`config.mk`:
```
export PLATFORM = sky130hd
export DESIGN_NAME = ordered_list_engine
export DESIGN_NICKNAME = d
export VERILOG_FILES = /design/src/rtl/ole_pkg.sv /design/src/rtl/ole_datapath.sv /design/src/rtl/ole_controller.sv /design/src/rtl/ordered_list_engine.sv
export VERILOG_INCLUDE_DIRS = /design/src /design/src/rtl
export SDC_FILE = /design/constraint.sdc
export NUM_CORES = 2
export LEC_CHECK = 0
export BUFFER_PORTS_ARGS = -buffer_cell sky130_fd_sc_hd__buf_2
export CAP_MARGIN = 5
export CORE_UTILIZATION = 60
export DETAILED_ROUTE_END_ITERATION = 10
export MAX_ROUTING_LAYER = met4
export PLACE_DENSITY_LB_ADDON = 0.25
export SKIP_CTS_REPAIR_TIMING = 1
export SLEW_MARGIN = 10
export SYNTH_ARGS = -nofsm -noshare
export SYNTH_HDL_FRONTEND = slang
export SYNTH_SLANG_ARGS = --single-unit
```
`constraint.sdc`:
```
create_clock -name clock -period 8.13 [get_ports clock]
set_clock_uncertainty 0.1 [all_clocks]
set_input_delay 0 -clock clock [delete_from_list [all_inputs] [get_ports clock]]
set_output_delay 0 -clock clock [all_outputs]
set_load 0.01 [all_outputs]
```
`src/rtl/ordered_list_engine_assert.svh`:
```
`ifndef ORDERED_LIST_ENGINE_ASSERT_SVH
`define ORDERED_LIST_ENGINE_ASSERT_SVH
// Assertion helpers for the ordered list engine.
`ifndef SYNTHESIS
`define OLE_ASSERT_IMPLIES(label, clk, rst, cond, expr) \
   label: assert property (@(posedge clk) disable iff (rst) (cond) |-> (expr)) \
      else $error("assertion failed");
`define OLE_ASSERT_NEXT(label, clk, rst, cond, expr) \
   label: assert property (@(posedge clk) disable iff (rst) (cond) |=> (expr)) \
      else $error("assertion failed");
`else
`define OLE_ASSERT_IMPLIES(label, clk, rst, cond, expr)
`define OLE_ASSERT_NEXT(label, clk, rst, cond, expr)
`endif
`endif

```
`src/rtl/ole_pkg.sv`:
```
package ole_pkg;
   localparam int Capacity = 64;
   localparam int SlotW    = $clog2(Capacity + 1);
   localparam int IdxW     = $clog2(Capacity);
   localparam int PosW     = 7;
   localparam int ValW     = 32;
   localparam logic [SlotW-1:0] Nil = SlotW'(Capacity);

   typedef enum logic [3:0] {
      ACT_INS_FRONT = 4'd0,
      ACT_INS_END   = 4'd1,
      ACT_INS_AT    = 4'd2,
      ACT_READ_AT   = 4'd3,
      ACT_DEL_FRONT = 4'd4,
      ACT_DEL_END   = 4'd5,
      ACT_DEL_AT    = 4'd6,
      ACT_DEL_VALUE = 4'd7,
      ACT_SEARCH    = 4'd8
   } action_type;

   typedef enum logic [2:0] {
      MEM_NONE,
      MEM_RD_NEXT,
      MEM_RD_PREV,
      MEM_WR_NEXT,
      MEM_WR_PREV,
      MEM_WR_VAL
   } mem_op_type;

   typedef enum logic [2:0] {
      ADDR_CUR,
      ADDR_FREE,
      ADDR_PREV,
      ADDR_NEXT,
      ADDR_NEW
   } addr_sel_type;

   typedef enum logic [2:0] {
      DAT_NEXT,
      DAT_PREV,
      DAT_NEW,
      DAT_FREE,
      DAT_CUR,
      DAT_NIL
   } dat_sel_type;

   // controller -> datapath
   typedef struct packed {
      mem_op_type   op;
      addr_sel_type addr;
      dat_sel_type  dat;
      logic         load_req;
      logic         cur_head;
      logic         cur_tail;
      logic         cur_free;
      logic         cur_rd;
      logic         prev_rd;
      logic         next_rd;
      logic         new_cur;
      logic         vrd_cap;
      logic         head_set;
      dat_sel_type  head_dat;
      logic         tail_set;
      dat_sel_type  tail_dat;
      logic         free_set;
      dat_sel_type  free_dat;
      logic         cnt_inc;
      logic         cnt_dec;
      logic         step_clr;
      logic         step_inc;
      logic         rsp_load;
      logic         rsp_ok;
      logic         rsp_use_rd;
   } cmd_type;

   // datapath -> controller
   typedef struct packed {
      action_type act;
      logic pos_bad_ins;
      logic pos_bad_rd;
      logic pos_is_end;
      logic walk_done;
      logic cur_nil;
      logic prev_nil;
      logic next_nil;
      logic free_nil;
      logic head_nil;
      logic tail_nil;
      logic match;
      logic steps_full;
   } sts_type;
endpackage

```
`src/rtl/ole_datapath.sv`:
```
module ole_datapath (
   input  logic                         clock,
   input  logic                         reset,
   input  ole_pkg::cmd_type             cmd,
   output ole_pkg::sts_type             sts,
   input  logic [3:0]                   req_action,
   input  logic [ole_pkg::PosW-1:0]     req_position,
   input  logic signed [ole_pkg::ValW-1:0] req_item_value,
   output logic                         rsp_ok,
   output logic signed [ole_pkg::ValW-1:0] rsp_result_value,
   output logic [ole_pkg::PosW-1:0]     rsp_list_count
);
   localparam int SW = ole_pkg::SlotW;
   localparam int IW = ole_pkg::IdxW;
   localparam int VW = ole_pkg::ValW;

   logic [SW-1:0] next_mem [ole_pkg::Capacity];
   logic [SW-1:0] prev_mem [ole_pkg::Capacity];
   logic [VW-1:0] val_mem  [ole_pkg::Capacity];

   logic [3:0]    act_ff;
   logic [ole_pkg::PosW-1:0] pos_ff;
   logic [VW-1:0] val_ff;
   logic [SW-1:0] cur_ff, prv_ff, nxt_ff, new_ff;
   logic [SW-1:0] head_ff, tail_ff, free_ff;
   logic [SW-1:0] head_in, tail_in, free_in;
   logic [SW:0]   cnt_ff, cnt_in;
   logic [SW:0]   step_ff;
   logic [SW-1:0] rd_link;
   logic [VW-1:0] rd_val;
   logic [SW-1:0] addr;
   logic [SW-1:0] wdat;
   logic          rsp_ok_ff;
   logic [VW-1:0] rsp_val_ff;
   logic [SW:0]   cnt1;

   // fresh-slot initialisation: slots beyond fill mark chain to next
   logic [SW:0]   fill_ff;

   function automatic logic [SW-1:0] pick(ole_pkg::dat_sel_type s, logic [SW-1:0] n,
                                          logic [SW-1:0] p, logic [SW-1:0] w,
                                          logic [SW-1:0] f, logic [SW-1:0] c);
      logic [SW-1:0] r;
      case (s)
         ole_pkg::DAT_NEXT: r = n;
         ole_pkg::DAT_PREV: r = p;
         ole_pkg::DAT_NEW:  r = w;
         ole_pkg::DAT_FREE: r = f;
         ole_pkg::DAT_CUR:  r = c;
         default:           r = ole_pkg::Nil;
      endcase
      return r;
   endfunction

   always_comb begin
      case (cmd.addr)
         ole_pkg::ADDR_CUR:  addr = cur_ff;
         ole_pkg::ADDR_FREE: addr = free_ff;
         ole_pkg::ADDR_PREV: addr = prv_ff;
         ole_pkg::ADDR_NEXT: addr = nxt_ff;
         default:            addr = new_ff;
      endcase
      wdat = pick(cmd.dat, nxt_ff, prv_ff, new_ff, free_ff, cur_ff);
   end

   // next links: entries never written read as slot+1 (free chain at reset)
   logic [SW-1:0] next_q;
   logic          seen_q;
   logic [SW-1:0] addr_q;
   logic [SW-1:0] prev_q;

   always_ff @(posedge clock) begin
      if (cmd.op == ole_pkg::MEM_WR_NEXT) next_mem[addr[IW-1:0]] <= wdat;
      if (cmd.op == ole_pkg::MEM_WR_PREV) prev_mem[addr[IW-1:0]] <= wdat;
      if (cmd.op == ole_pkg::MEM_WR_VAL)  val_mem[addr[IW-1:0]]  <= val_ff;
      next_q <= next_mem[addr[IW-1:0]];
      prev_q <= prev_mem[addr[IW-1:0]];
      rd_val <= val_mem[addr[IW-1:0]];
      addr_q <= addr;
   end

   always_ff @(posedge clock) begin
      if (reset) begin
         fill_ff <= '0;
      end else if (cmd.op == ole_pkg::MEM_WR_NEXT && {1'b0, addr} >= fill_ff) begin
         fill_ff <= {1'b0, addr} + 1'b1;
      end
   end

   always_ff @(posedge clock) begin
      seen_q <= ({1'b0, addr} < fill_ff);
   end

   always_comb begin
      if (seen_q) rd_link = next_q;
      else        rd_link = addr_q + 1'b1;
   end

   assign cnt1 = cnt_ff + 1'b1;

   always_comb begin
      head_in = cmd.head_set ? pick(cmd.head_dat, nxt_ff, prv_ff, new_ff, free_ff, cur_ff)
                             : head_ff;
      tail_in = cmd.tail_set ? pick(cmd.tail_dat, nxt_ff, prv_ff, new_ff, free_ff, cur_ff)
                             : tail_ff;
      free_in = cmd.free_set ? pick(cmd.free_dat, nxt_ff, prv_ff, new_ff, free_ff, cur_ff)
                             : free_ff;
      cnt_in  = cnt_ff;
      if (cmd.cnt_inc) cnt_in = cnt1;
      if (cmd.cnt_dec) cnt_in = cnt_ff - 1'b1;
   end

   always_ff @(posedge clock) begin
      if (reset) begin
         head_ff   <= ole_pkg::Nil;
         tail_ff   <= ole_pkg::Nil;
         free_ff   <= '0;
         cnt_ff    <= '0;
         rsp_ok_ff <= 1'b0;
      end else begin
         head_ff <= head_in;
         tail_ff <= tail_in;
         free_ff <= free_in;
         cnt_ff  <= cnt_in;
         if (cmd.rsp_load) rsp_ok_ff <= cmd.rsp_ok;
      end
   end

   always_ff @(posedge clock) begin
      if (cmd.load_req) begin
         act_ff <= req_action;
         pos_ff <= req_position;
         val_ff <= req_item_value;
      end
      if (cmd.cur_head) cur_ff <= head_ff;
      if (cmd.cur_tail) cur_ff <= tail_ff;
      if (cmd.cur_free) cur_ff <= free_ff;
      if (cmd.cur_rd)   cur_ff <= rd_link;
      if (cmd.new_cur)  new_ff <= cur_ff;
      if (cmd.prev_rd)  prv_ff <= prev_q;
      if (cmd.next_rd)  nxt_ff <= rd_link;
      if (cmd.step_clr) step_ff <= {{SW{1'b0}}, 1'b1};
      else if (cmd.step_inc) step_ff <= step_ff + 1'b1;
      if (cmd.vrd_cap)  rsp_val_ff <= rd_val;
      if (cmd.rsp_load) rsp_val_ff <= !cmd.rsp_ok ? '1 :
                                      (cmd.rsp_use_rd ? rsp_val_ff : val_ff);
   end

   always_comb begin
      sts.act         = ole_pkg::action_type'(act_ff);
      sts.pos_bad_ins = (pos_ff == '0) || ({1'b0, pos_ff} > {1'b0, cnt1[ole_pkg::PosW-1:0]})
                        || (cnt1 > (SW+1)'(ole_pkg::Capacity + 1));
      sts.pos_bad_rd  = (pos_ff == '0) || ({1'b0, pos_ff} > {1'b0, cnt_ff[ole_pkg::PosW-1:0]});
      sts.pos_is_end  = ({1'b0, pos_ff} == {1'b0, cnt1[ole_pkg::PosW-1:0]});
      sts.walk_done   = (step_ff >= {{(SW+1-ole_pkg::PosW){1'b0}}, pos_ff});
      sts.cur_nil     = (cur_ff == ole_pkg::Nil);
      sts.prev_nil    = (prv_ff == ole_pkg::Nil);
      sts.next_nil    = (nxt_ff == ole_pkg::Nil);
      sts.free_nil    = (free_ff == ole_pkg::Nil);
      sts.head_nil    = (head_ff == ole_pkg::Nil);
      sts.tail_nil    = (tail_ff == ole_pkg::Nil);
      sts.match       = (rd_val == val_ff);
      sts.steps_full  = (step_ff > (SW+1)'(ole_pkg::Capacity));
   end

   assign rsp_ok           = rsp_ok_ff;
   assign rsp_result_value = rsp_val_ff;
   assign rsp_list_count   = cnt_ff[ole_pkg::PosW-1:0];
endmodule

```
`src/rtl/ole_controller.sv`:
```
module ole_controller (
   input  logic             clock,
   input  logic             reset,
   input  logic             req_valid,
   output logic             req_ready,
   output logic             rsp_valid,
   input  logic             rsp_ready,
   input  ole_pkg::sts_type sts,
   output ole_pkg::cmd_type cmd
);
   typedef enum logic [4:0] {
      S_IDLE, S_DECODE,
      S_INS_TAKE, S_INS_TAKE_W, S_INS_VAL, S_INS_POS, S_INS_LINK,
      S_INS_RDP, S_INS_RDP_W, S_INS_WNX, S_INS_WPV, S_INS_WBN, S_INS_WAP,
      S_WALK_RD, S_WALK_W, S_READ_V, S_READ_VW,
      S_UNL_RD, S_UNL_RDW, S_UNL_A, S_UNL_B, S_UNL_FREE,
      S_FIND_RD, S_FIND_W, S_RESP, S_OUT
   } state_type;

   state_type state_ff, state_in;
   logic      pend_ff, pend_in;
   logic      rv_ff, rv_in;

   always_comb begin
      cmd      = '0;
      cmd.op   = ole_pkg::MEM_NONE;
      cmd.addr = ole_pkg::ADDR_CUR;
      cmd.dat  = ole_pkg::DAT_NIL;
      cmd.head_dat = ole_pkg::DAT_NIL;
      cmd.tail_dat = ole_pkg::DAT_NIL;
      cmd.free_dat = ole_pkg::DAT_NIL;
      state_in = state_ff;
      pend_in  = pend_ff;
      rv_in    = rv_ff;
      req_ready = (state_ff == S_IDLE) && !rv_ff;
      if (rv_ff && rsp_ready) rv_in = 1'b0;
      case (state_ff)
         S_IDLE: if (req_valid && req_ready) begin
            cmd.load_req = 1'b1;
            state_in = S_DECODE;
         end
         S_DECODE: begin
            cmd.step_clr = 1'b1;
            case (sts.act)
               ole_pkg::ACT_INS_FRONT, ole_pkg::ACT_INS_END, ole_pkg::ACT_INS_AT: begin
                  if ((sts.act == ole_pkg::ACT_INS_AT && sts.pos_bad_ins) || sts.free_nil)
                     state_in = S_RESP;
                  else state_in = S_INS_TAKE;
                  pend_in = 1'b0;
                  cmd.cur_free = 1'b1;
               end
               ole_pkg::ACT_READ_AT, ole_pkg::ACT_DEL_AT: begin
                  cmd.cur_head = 1'b1;
                  pend_in = 1'b0;
                  state_in = sts.pos_bad_rd ? S_RESP : S_WALK_RD;
               end
               ole_pkg::ACT_DEL_FRONT: begin
                  cmd.cur_head = 1'b1;
                  pend_in = 1'b0;
                  state_in = sts.head_nil ? S_RESP : S_UNL_RD;
               end
               ole_pkg::ACT_DEL_END: begin
                  cmd.cur_tail = 1'b1;
                  pend_in = 1'b0;
                  state_in = sts.tail_nil ? S_RESP : S_UNL_RD;
               end
               ole_pkg::ACT_DEL_VALUE, ole_pkg::ACT_SEARCH: begin
                  cmd.cur_head = 1'b1;
                  pend_in = 1'b0;
                  state_in = S_FIND_RD;
               end
               default: begin
                  pend_in = 1'b0;
                  state_in = S_RESP;
               end
            endcase
         end
         // take free slot: free_head <= next[cur]
         S_INS_TAKE: begin
            cmd.addr = ole_pkg::ADDR_CUR;
            cmd.new_cur = 1'b1;
            state_in = S_INS_TAKE_W;
         end
         S_INS_TAKE_W: begin
            cmd.next_rd = 1'b1;
            state_in = S_INS_VAL;
         end
         S_INS_VAL: begin
            cmd.op = ole_pkg::MEM_WR_VAL;
            cmd.addr = ole_pkg::ADDR_NEW;
            cmd.free_set = 1'b1;
            cmd.free_dat = ole_pkg::DAT_NEXT;
            cmd.cur_head = (sts.act == ole_pkg::ACT_INS_FRONT) ||
                           (sts.act == ole_pkg::ACT_INS_AT && !sts.pos_is_end);
            cmd.cur_tail = !cmd.cur_head;
            state_in = (sts.act == ole_pkg::ACT_INS_AT && !sts.pos_is_end) ?
                       S_INS_POS : S_INS_LINK;
         end
         S_INS_POS: begin
            if (sts.walk_done) state_in = S_INS_LINK;
            else begin
               cmd.addr = ole_pkg::ADDR_CUR;
               state_in = S_INS_RDP;
               pend_in = 1'b1;
            end
         end
         S_INS_RDP: begin
            cmd.addr = ole_pkg::ADDR_CUR;
            state_in = S_INS_RDP_W;
         end
         S_INS_RDP_W: begin
            cmd.cur_rd = 1'b1;
            cmd.step_inc = 1'b1;
            state_in = S_INS_POS;
         end
         // after: end-insert uses cur=tail as 'before', else cur is 'after'
         S_INS_LINK: begin
            cmd.addr = ole_pkg::ADDR_CUR;
            state_in = S_INS_WNX;
            if (sts.act == ole_pkg::ACT_INS_END ||
                (sts.act == ole_pkg::ACT_INS_AT && sts.pos_is_end)) begin
               pend_in = 1'b1;
            end else begin
               pend_in = 1'b0;
            end
         end
         S_INS_WNX: begin
            cmd.prev_rd = 1'b1;
            cmd.op = ole_pkg::MEM_WR_NEXT;
            cmd.addr = ole_pkg::ADDR_NEW;
            if (pend_ff) cmd.dat = ole_pkg::DAT_NIL;
            else         cmd.dat = ole_pkg::DAT_CUR;
            state_in = S_INS_WPV;
         end
         S_INS_WPV: begin
            cmd.op = ole_pkg::MEM_WR_PREV;
            cmd.addr = ole_pkg::ADDR_NEW;
            if (pend_ff)          cmd.dat = ole_pkg::DAT_CUR;
            else if (sts.cur_nil) cmd.dat = ole_pkg::DAT_NIL;
            else                  cmd.dat = ole_pkg::DAT_PREV;
            state_in = S_INS_WBN;
         end
         S_INS_WBN: begin
            if (sts.cur_nil || (!pend_ff && sts.prev_nil)) begin
               cmd.head_set = 1'b1;
               cmd.head_dat = ole_pkg::DAT_NEW;
            end else begin
               cmd.op = ole_pkg::MEM_WR_NEXT;
               if (pend_ff) cmd.addr = ole_pkg::ADDR_CUR;
               else         cmd.addr = ole_pkg::ADDR_PREV;
               cmd.dat = ole_pkg::DAT_NEW;
            end
            state_in = S_INS_WAP;
         end
         S_INS_WAP: begin
            if (pend_ff || sts.cur_nil) begin
               cmd.tail_set = 1'b1;
               cmd.tail_dat = ole_pkg::DAT_NEW;
            end else begin
               cmd.op = ole_pkg::MEM_WR_PREV;
               cmd.addr = ole_pkg::ADDR_CUR;
               cmd.dat = ole_pkg::DAT_NEW;
            end
            state_in = S_UNL_FREE;
         end
         S_WALK_RD: begin
            if (sts.walk_done) begin
               state_in = (sts.act == ole_pkg::ACT_READ_AT) ? S_READ_V : S_UNL_RD;
            end else begin
               cmd.addr = ole_pkg::ADDR_CUR;
               state_in = S_WALK_W;
            end
         end
         S_WALK_W: begin
            cmd.cur_rd = 1'b1;
            cmd.step_inc = 1'b1;
            state_in = S_WALK_RD;
         end
         S_READ_V: begin
            cmd.addr = ole_pkg::ADDR_CUR;
            state_in = S_READ_VW;
         end
         S_READ_VW: begin
            cmd.vrd_cap = 1'b1;
            pend_in = 1'b1;
            state_in = S_RESP;
         end
         S_UNL_RD: begin
            cmd.addr = ole_pkg::ADDR_CUR;
            state_in = S_UNL_RDW;
         end
         S_UNL_RDW: begin
            cmd.prev_rd = 1'b1;
            cmd.next_rd = 1'b1;
            cmd.vrd_cap = 1'b1;
            state_in = S_UNL_A;
         end
         S_UNL_A: begin
            if (sts.prev_nil) begin
               cmd.head_set = 1'b1;
               cmd.head_dat = ole_pkg::DAT_NEXT;
            end else begin
               cmd.op = ole_pkg::MEM_WR_NEXT;
               cmd.addr = ole_pkg::ADDR_PREV;
               cmd.dat = ole_pkg::DAT_NEXT;
            end
            state_in = S_UNL_B;
         end
         S_UNL_B: begin
            if (sts.next_nil) begin
               cmd.tail_set = 1'b1;
               cmd.tail_dat = ole_pkg::DAT_PREV;
            end else begin
               cmd.op = ole_pkg::MEM_WR_PREV;
               cmd.addr = ole_pkg::ADDR_NEXT;
               cmd.dat = ole_pkg::DAT_PREV;
            end
            cmd.cnt_dec = 1'b1;
            state_in = S_OUT;
         end
         S_OUT: begin
            // return slot to free chain
            cmd.op = ole_pkg::MEM_WR_NEXT;
            cmd.addr = ole_pkg::ADDR_CUR;
            cmd.dat = ole_pkg::DAT_FREE;
            cmd.free_set = 1'b1;
            cmd.free_dat = ole_pkg::DAT_CUR;
            pend_in = 1'b1;
            state_in = S_RESP;
         end
         S_UNL_FREE: begin
            cmd.cnt_inc = 1'b1;
            pend_in = 1'b0;
            cmd.rsp_load = 1'b1;
            cmd.rsp_ok = 1'b1;
            rv_in = 1'b1;
            state_in = S_IDLE;
         end
         S_FIND_RD: begin
            if (sts.cur_nil || sts.steps_full) begin
               state_in = S_RESP;
               pend_in = 1'b0;
            end else begin
               cmd.addr = ole_pkg::ADDR_CUR;
               state_in = S_FIND_W;
            end
         end
         S_FIND_W: begin
            cmd.vrd_cap = 1'b1;
            if (sts.match) begin
               if (sts.act == ole_pkg::ACT_SEARCH) begin
                  pend_in = 1'b1;
                  cmd.rsp_use_rd = 1'b0;
                  state_in = S_RESP;
               end else begin
                  state_in = S_UNL_RD;
               end
            end else begin
               cmd.cur_rd = 1'b1;
               cmd.step_inc = 1'b1;
               state_in = S_FIND_RD;
            end
         end
         S_RESP: begin
            cmd.rsp_load = 1'b1;
            cmd.rsp_ok = pend_ff;
            cmd.rsp_use_rd = (sts.act != ole_pkg::ACT_SEARCH);
            rv_in = 1'b1;
            state_in = S_IDLE;
         end
         default: state_in = S_IDLE;
      endcase
   end

   always_ff @(posedge clock) begin
      if (reset) begin
         state_ff <= S_IDLE;
         pend_ff  <= 1'b0;
         rv_ff    <= 1'b0;
      end else begin
         state_ff <= state_in;
         pend_ff  <= pend_in;
         rv_ff    <= rv_in;
      end
   end

   assign rsp_valid = rv_ff;
endmodule

```
`src/rtl/ordered_list_engine.sv`:
```
// Ordered list of up to 64 signed 32-bit values kept as a doubly linked chain in
// slot stores with registered reads, with unused slots on a free chain. One
// request, one response; a new request is taken in the cycle after the response
// is accepted. A request that fails its checks at once (bad position, full store,
// read or front/end delete on an empty list, unused action) is answered without
// walking the chain. A read or delete at position P walks P-1 links from the
// head, and an insert at position P short of the end walks as many; a search or
// delete by value compares one slot at a time from the head until a match or the
// end of the list.
`include "ordered_list_engine_assert.svh"
module ordered_list_engine (
   input  logic                          clock,
   input  logic                          reset,
   input  logic                          req_valid,
   output logic                          req_ready,
   input  logic [3:0]                    req_action,
   input  logic [ole_pkg::PosW-1:0]      req_position,
   input  logic signed [ole_pkg::ValW-1:0] req_item_value,
   output logic                          rsp_valid,
   input  logic                          rsp_ready,
   output logic                          rsp_ok,
   output logic signed [ole_pkg::ValW-1:0] rsp_result_value,
   output logic [ole_pkg::PosW-1:0]      rsp_list_count
);
   ole_pkg::cmd_type cmd;
   ole_pkg::sts_type sts;

   ole_controller u_ctrl (
      .clock     (clock),
      .reset     (reset),
      .req_valid (req_valid),
      .req_ready (req_ready),
      .rsp_valid (rsp_valid),
      .rsp_ready (rsp_ready),
      .sts       (sts),
      .cmd       (cmd)
   );

   ole_datapath u_dp (
      .clock            (clock),
      .reset            (reset),
      .cmd              (cmd),
      .sts              (sts),
      .req_action       (req_action),
      .req_position     (req_position),
      .req_item_value   (req_item_value),
      .rsp_ok           (rsp_ok),
      .rsp_result_value (rsp_result_value),
      .rsp_list_count   (rsp_list_count)
   );

   `OLE_ASSERT_IMPLIES(a_no_accept_busy, clock, reset, rsp_valid, !req_ready)
   `OLE_ASSERT_IMPLIES(a_count_bound, clock, reset, 1'b1,
      rsp_list_count <= ole_pkg::PosW'(ole_pkg::Capacity))
   `OLE_ASSERT_IMPLIES(a_fail_value, clock, reset, rsp_valid && !rsp_ok,
      rsp_result_value == '1)
   `OLE_ASSERT_NEXT(a_rsp_hold, clock, reset, rsp_valid && !rsp_ready,
      rsp_valid && $stable(rsp_result_value) && $stable(rsp_list_count))
endmodule
```
* Yosys cells after proc, flatten, opt, wreduce, memory -nomap -nowiden
Memory sizes are Yosys's and may differ from the RTL's. A register that Yosys moved wholly into a read port is not among the register bits.
Cells that the tools add are included.
Widths: inputs -> output; s select.
** Storage, ports and cells
- Bits in read-only memories :: 0
- Memory bits (writable) :: 2944
- Memories :: 3
- Latch bits :: 0
- Input port bits :: 47
- Register bits after elaboration :: 164
** Memory list
- u_dp.val_mem :: words 64, width 32, rd ports 1, clocked after memory_dff 1, wr ports 1, line ole_datapath.sv:19 : logic [VW-1:0] val_mem [ole_pkg::Capacity];
- u_dp.next_mem :: words 64, width 7, rd ports 1, clocked after memory_dff 1, wr ports 1, line ole_datapath.sv:17 : logic [SW-1:0] next_mem [ole_pkg::Capacity];
- u_dp.prev_mem :: words 64, width 7, rd ports 1, clocked after memory_dff 1, wr ports 1, line ole_datapath.sv:18 : logic [SW-1:0] prev_mem [ole_pkg::Capacity];
** Operators by class
- Magnitude comparators :: 7
- $add $sub $neg :: 5
- Reduce and logical (&&, ||, !) cells :: 50
- Shift operators :: 0
- Multiply operators :: 0
- Equality and inequality tests :: 70
- Div/mod/pow operators :: 0
- Multiplexer cells :: 80
- Bitwise logic cells :: 1
** Operator list (number)
- $pmux 7 s5 :: 4
- $mux 32 :: 4
- $pmux 5 s23 :: 1
- $eq 5x5->1 const B :: 10
- $eq 7x7->1 const B :: 6
- $pmux 3 s7 :: 2
- $eq 5x4->1 const B :: 8
- $mux 7 :: 5
- $eq 3x2->1 const B :: 11
- $eq 32x32->1 :: 1
- $mux 4 :: 8
- $mux 8 :: 4
- $mux 1 :: 30
- $mux 5 :: 6
- $pmux 7 s4 :: 1
- $pmux 5 s5 :: 1
- $pmux 4 s2 :: 3
- $eq 5x3->1 const B :: 4
- $eq 3x3->1 const B :: 6
- $mux 9 :: 2
- $reduce_or 2->1 :: 9
- $add 8x1->8 const B :: 2
- $eq 4x3->1 const B :: 4
- $gt 8x7->1 const B :: 2
- 39 further kinds :: 79

* Depth between registers and ports, before layout
- Depth after elaboration :: 11
- Depth in mapped cells :: 26
- Gate-level depth less buffers :: 16

* Modules after synthesis
Synthesis repeated with hierarchy kept, for this count alone.
** Second synthesis, totals
- Cell total of the unflattened synthesis :: 7900
- Area total of the unflattened synthesis :: 120359.2 µm²
** Modules (own cells, without submodules)
- ole_datapath :: cells an instance 7654, area each 118812.7 µm², seq. area each 93499.7 µm², instances 1
- ole_controller :: cells an instance 246, area each 1546.5 µm², seq. area each 140.1 µm², instances 1

* Least setup slack after synthesis
Ideal clock, no wire load.
- Kind :: register to register
- Start point :: register u_dp.cur_ff[0]
- End point :: memory u_dp.val_mem[23][0] in the netlist's numbering, enable pin
- Required time :: 7569 ps
- Period minus slack after synthesis :: 6303 ps
- Cell stages (with the launch flop) :: 15
- Setup time :: 461 ps
- Path slack :: 1827 ps
- Path buffers :: 7
- Arrival :: 5742 ps
- Cell sequence :: edfxtp_1 -> or4b_1 -> or4_1 -> a32oi_1 -> o311ai_4 -> inv_2 -> buf_4 -> buf_4 -> buf_2 -> buf_2 -> buf_2 -> buf_2 -> buf_2 -> nand2_1 -> nor3_1
** RTL lines
- start: declaration :: line ole_datapath.sv:24 : logic [SW-1:0] cur_ff, prv_ff, nxt_ff, new_ff;
- start signal: assignment :: line ole_datapath.sv:136 : if (cmd.cur_tail) cur_ff <= tail_ff;
- start signal: assignment :: line ole_datapath.sv:137 : if (cmd.cur_free) cur_ff <= free_ff;
- start signal: assignment :: line ole_datapath.sv:138 : if (cmd.cur_rd) cur_ff <= rd_link;
- $eq 7x7->1 * :: line ole_datapath.sv:156 : sts.cur_nil = (cur_ff == ole_pkg::Nil);
- $logic_or 1x1->1 * :: line ole_controller.sv:144 : if (sts.cur_nil || (!pend_ff && sts.prev_nil)) begin
- $mux 8 * :: line ole_controller.sv:144
- $pmux 3 s5 * :: line ole_controller.sv:37 : case (state_ff)
- $eq 3x2->1, or another cell as far along :: line ole_datapath.sv:56 : case (cmd.addr)
- $pmux 7 s4 * :: line ole_datapath.sv:56
- named net u_dp.addr[1] :: line ole_datapath.sv:31 : logic [SW-1:0] addr;
- end: declaration :: line ole_datapath.sv:19
Mark *: on every way through the listed nets, which the timed path passes. The rest lies on a longest branch.

* Worst setup path in the final report
- Start point :: register u_ctrl.state_ff[1]
- End point :: register u_dp.rd_val[3] (read register of u_dp.val_mem)
** Between the ends
- Cells in the longest elaborated chain, start to end :: 5
** RTL lines
- start: declaration :: line ole_controller.sv:20 : state_type state_ff, state_in;
- start signal: assignment :: line ole_controller.sv:281 : state_ff <= state_in;
- $eq 5x3->1 or $eq 5x4->1 (tied branches) :: line ole_controller.sv:37
- $reduce_or 3->1 (no source line)
- $pmux 3 s5 * :: line ole_controller.sv:37
- $eq 3x2->1, or another cell as far along :: line ole_datapath.sv:56
- $pmux 7 s4 * :: line ole_datapath.sv:56
- named net u_dp.addr[3] :: line ole_datapath.sv:31
- end: declaration :: line ole_datapath.sv:30 : logic [VW-1:0] rd_val;
Marks and branches as above.
A chain may end at the register's enable or synchronous reset.

==> results.toml <==
[floorplan]
core.rowCount = 166
design.die.area_um2 = 208000
core_area_um2 = 205000
floorplan.die.width_um = 456
floorplan.initialDensity_pct = 60.5
die_y_extent_um = 456
ios = 89

[global_route]
grt_first_pass_wirelength_um = 517000
antenna_violations_before_repair = 21
groute.usage.overall_pct = 35.4
grt_overflow = 0
vias_in_the_first_global_route = 74194
maximum_number_of_pins_on_one_net_before_global_route_repair = 165

[layout]
fin_nets = 8620
final_core_utilization_pct = 67.9
areaGrowthSynthToFinish_pct = 12.2
num-fill-cells = 13593
post_route_cells_drive_above_1_share_pct = 10.6
seq_area_um2 = 93600
multi_input_comb_area_um2 = 28500

[flow_run]
maxCapViolations = 0

[routing]
detail_route.wl_per_cell_um = 31.6
post_drt_via_cell_ratio = 6.80
detailedRoute.firstPassIterationCount = 8
drt_wl_total_um = 363000
detail_route.iter0.violations = 12029
remaining_drc_errors = 0
ant_nets = 0
dr_vias = 77993

[worst_setup_path]
startpoint = "u_ctrl.state_ff[1]$_SDFFE_PP0P_"
cp_max_fo = 24
cp_data_arrival_time_ns = 7.25
crit_end_category = "register"
critical_path.reg2reg.startpoint = "u_ctrl.state_ff[1]$_SDFFE_PP0P_"
worstSetupStartpointType = "register"
worst-setup-path-type = "register to register"
worst-r2r-setup-slack_ns = 1.60
cp.required_ns = 8.85

[synth]
synth.mux.area_fraction_pct = 4.25
netlist_area_um2 = 124000
yosys.area_share.simple_pct = 8.72
number_of_cells_produced_by_synthesis = 8343
synthAdderAreaFrac_pct = 0.343
nets_in_the_synthesized_netlist = 8424
post_synth_edffs = 3047
synthXorXnorAreaFrac_pct = 0.438
synth_top_flop_cell = "sky130_fd_sc_hd__edfxtp_1"
netlist_cell_types = 76
synth_compound_area_share_pct = 8.60
avgSynthCellArea_um2 = 14.8
synth_top_family_by_area = "simple AND/OR/NAND/NOR gates"
synth.yosys.warnings = 0
synth-seq-area-share_pct = 75.6
synth_seq_cells = 3154
async_reset_ff_share_pct = 0

[timing]
timing.max_slew.rel_slack_pct = 6.21
period_needed_ns = 6.53
timing.final.max_slew_violations = 0
grt_setup_unrepaired = "no"
post-route-period-util_pct = 80.3
fin_setup_tns_ns = 0
hold_viol_final = 0
fin_ws_ns = 1.60
setup-violations-final = 0
measured_slew_at_the_worst_slew_check_pin_ns = 1.39
max_freq_mhz = 153
holdWs_ns = 0.109

[clock_tree]
cts-root-buf = "sky130_fd_sc_hd__clkbuf_16"
clk_pin_slew_worst_paths_ns = 0.06
numCtsBuffers = 326
cts.sinks = 3154
clockBufferDepth = 4
cts_tree = "built"
clock_latency_ns = 0.94
clock_tree.htree_level_count = 5

[placement]
finalWeightedCongestion = 0.933
numPortBuffers = 88
dp_worst_setup_slack_ns = 1.81
dp_hpwl_um = 211000

[status]
status = "finished clean"

[power_and_ir_drop]
totalPowerFinal_w = 0.0511
cellPowerDensity_nw_per_um2 = 368
irDropWorstVdd_mv = 0.474
leak_pwr_nw = 46.5

[min_path]
worstHoldPathType = "input port to register"
timing.hold.worst.start = "reset"
==> per-stage QoR <==
step | instance area [um2] | cells
finish | 139000 | 11467
global route | 139000 | 11466
CTS | 138000 | 11364
detailed placement | 128000 | 10806
global placement | 128000 | 10805
floorplan | 124000 | 8343
==> critical path, cell delays in order, from the launching register on <==
cell and delay, ns:
sky130_fd_sc_hd__dfxtp_1 0.84, sky130_fd_sc_hd__or3b_2 0.57, sky130_fd_sc_hd__a211oi_2 0.76, sky130_fd_sc_hd__a21o_1 0.24, sky130_fd_sc_hd__a2111oi_0 0.12, sky130_fd_sc_hd__or3_1 0.72
sky130_fd_sc_hd__inv_1 0.34, sky130_fd_sc_hd__nor3_2 0.17, sky130_fd_sc_hd__buf_4 0.21, sky130_fd_sc_hd__nand3_2 0.38, sky130_fd_sc_hd__buf_4 0.45, sky130_fd_sc_hd__o22ai_1 0.16
sky130_fd_sc_hd__or4_1 0.76, sky130_fd_sc_hd__or4_1 0.58
==> logic make-up (layout without fill, tap and decap cells) <==
group,Yosys count,count (layout)
flops,3154,3154
buf+inv,600,1026
simple gates,2468,2468
compound gates,1517,1517
xor+xnor,62,62
fa+ha+maj,34,34
mux,508,508
other cells,0,10
==> cell type report <==
| type | count | share of cell area, % |
|---|---|---|
| Antenna cell | 10 | 0.0180 |
| Multi-Input combinational cell | 4589 | 20.5 |
| Inverter | 44 | 0.135 |
| Sequential cell | 3154 | 67.4 |
| Timing Repair Buffer | 424 | 2.50 |
| Clock buffer | 427 | 6.29 |
| Tap cell | 2688 | 2.42 |
| Clock inverter | 131 | 0.771 |
==> per-layer routing <==
layer  global-route usage [%]  routed length, um  up-vias
li1                         -                  -    32718
met1                     48.6             136000    38818
met2                     51.8             165000     5562
met3                     7.93              47400      895
met4                     13.8              15200        0
met5                        -                  0        -
==> final timing paths <==
kind	endpoint	depth (start not counted)
worst max-delay path	u_dp.rd_val[3]$_DFF_P_	13
worst min-delay path	u_dp.cnt_ff[6]$_SDFFE_PP0P_	4
worst max register to register	u_dp.rd_val[3]$_DFF_P_	13
worst min register to register	u_dp.head_ff[4]$_SDFFE_PP0P_	2
==> synth_stat cells (all sizes together) (7+ instances only) <==
| cell type | instances | area share, % |
|---|---|---|
| o31ai | 13 | 0.079 |
| a22o | 47 | 0.33 |
| clkbuf | 324 | 0.98 |
| nor4 | 18 | 0.091 |
| or4 | 68 | 0.41 |
| mux4 | 11 | 0.20 |
| nor2 | 315 | 0.96 |
| nand2 | 1334 | 4.0 |
| a311oi | 106 | 0.75 |
| nand2b | 12 | 0.061 |
| a31oi | 44 | 0.22 |
| a21o | 12 | 0.073 |
| nand3 | 436 | 1.8 |
| mux2i | 462 | 3.7 |
| nand4 | 25 | 0.13 |
| a21oi | 308 | 1.2 |
| a2111oi | 7 | 0.049 |
| a22oi | 71 | 0.43 |
| a2bb2oi | 33 | 0.23 |
| buf | 232 | 0.93 |
| a221oi | 136 | 0.96 |
| o21a | 18 | 0.11 |
| or3 | 12 | 0.061 |
| a221o | 39 | 0.32 |
| a211oi | 37 | 0.23 |
| a222oi | 17 | 0.14 |
| o22a | 33 | 0.23 |
| nor3 | 74 | 0.30 |
| xnor2 | 50 | 0.35 |
| a32oi | 38 | 0.27 |
| o221ai | 8 | 0.057 |
| nor2b | 13 | 0.066 |
| xor2 | 12 | 0.085 |
| o32ai | 11 | 0.078 |
| ha | 34 | 0.34 |
| a211o | 9 | 0.064 |
| o2bb2ai | 39 | 0.28 |
| mux2 | 35 | 0.32 |
| and3 | 135 | 0.68 |
| o211ai | 109 | 0.66 |
| edfxtp | 3047 | 74 |
| o22ai | 161 | 0.81 |
| dfxtp | 107 | 1.7 |
| o21ai | 198 | 0.80 |
| inv | 43 | 0.13 |
==> placed cells by master, fill, tap and decap left out, drive strengths merged, types with 106 or more instances in the layout <==
| cell | count |
|---|---|
| edfxtp | 3047 |
| nand2 | 1334 |
| mux2i | 462 |
| nand3 | 436 |
| clkbuf | 427 |
| buf | 333 |
| nor2 | 315 |
| a21oi | 308 |
| o21ai | 198 |
| o22ai | 161 |
| a221oi | 136 |
| and3 | 135 |
| o211ai | 109 |
| dfxtp | 107 |
| a311oi | 106 |
==> where the power goes <==
part,leakage [nW],internal (W),switching (W)
Sequential,28.8,0.0193,0.000444
Combinational,12.9,0.00467,0.0126
Clock,4.79,0.00807,0.00597
==> registers in the layout, indices dropped and copies added (netlist names), 8 cells and up <==
| name | count |
|---|---|
| u_dp.prev_mem | 448 |
| u_dp.step_ff | 8 |
| u_dp.next_mem | 448 |
| u_dp.rd_val | 32 |
| u_dp.cnt_ff | 8 |
| u_dp.fill_ff | 8 |
| u_dp.rsp_result_value | 32 |
| u_dp.val_ff | 32 |
| u_dp.val_mem | 2048 |
No activity file was read; power rests on OpenSTA's default activity.
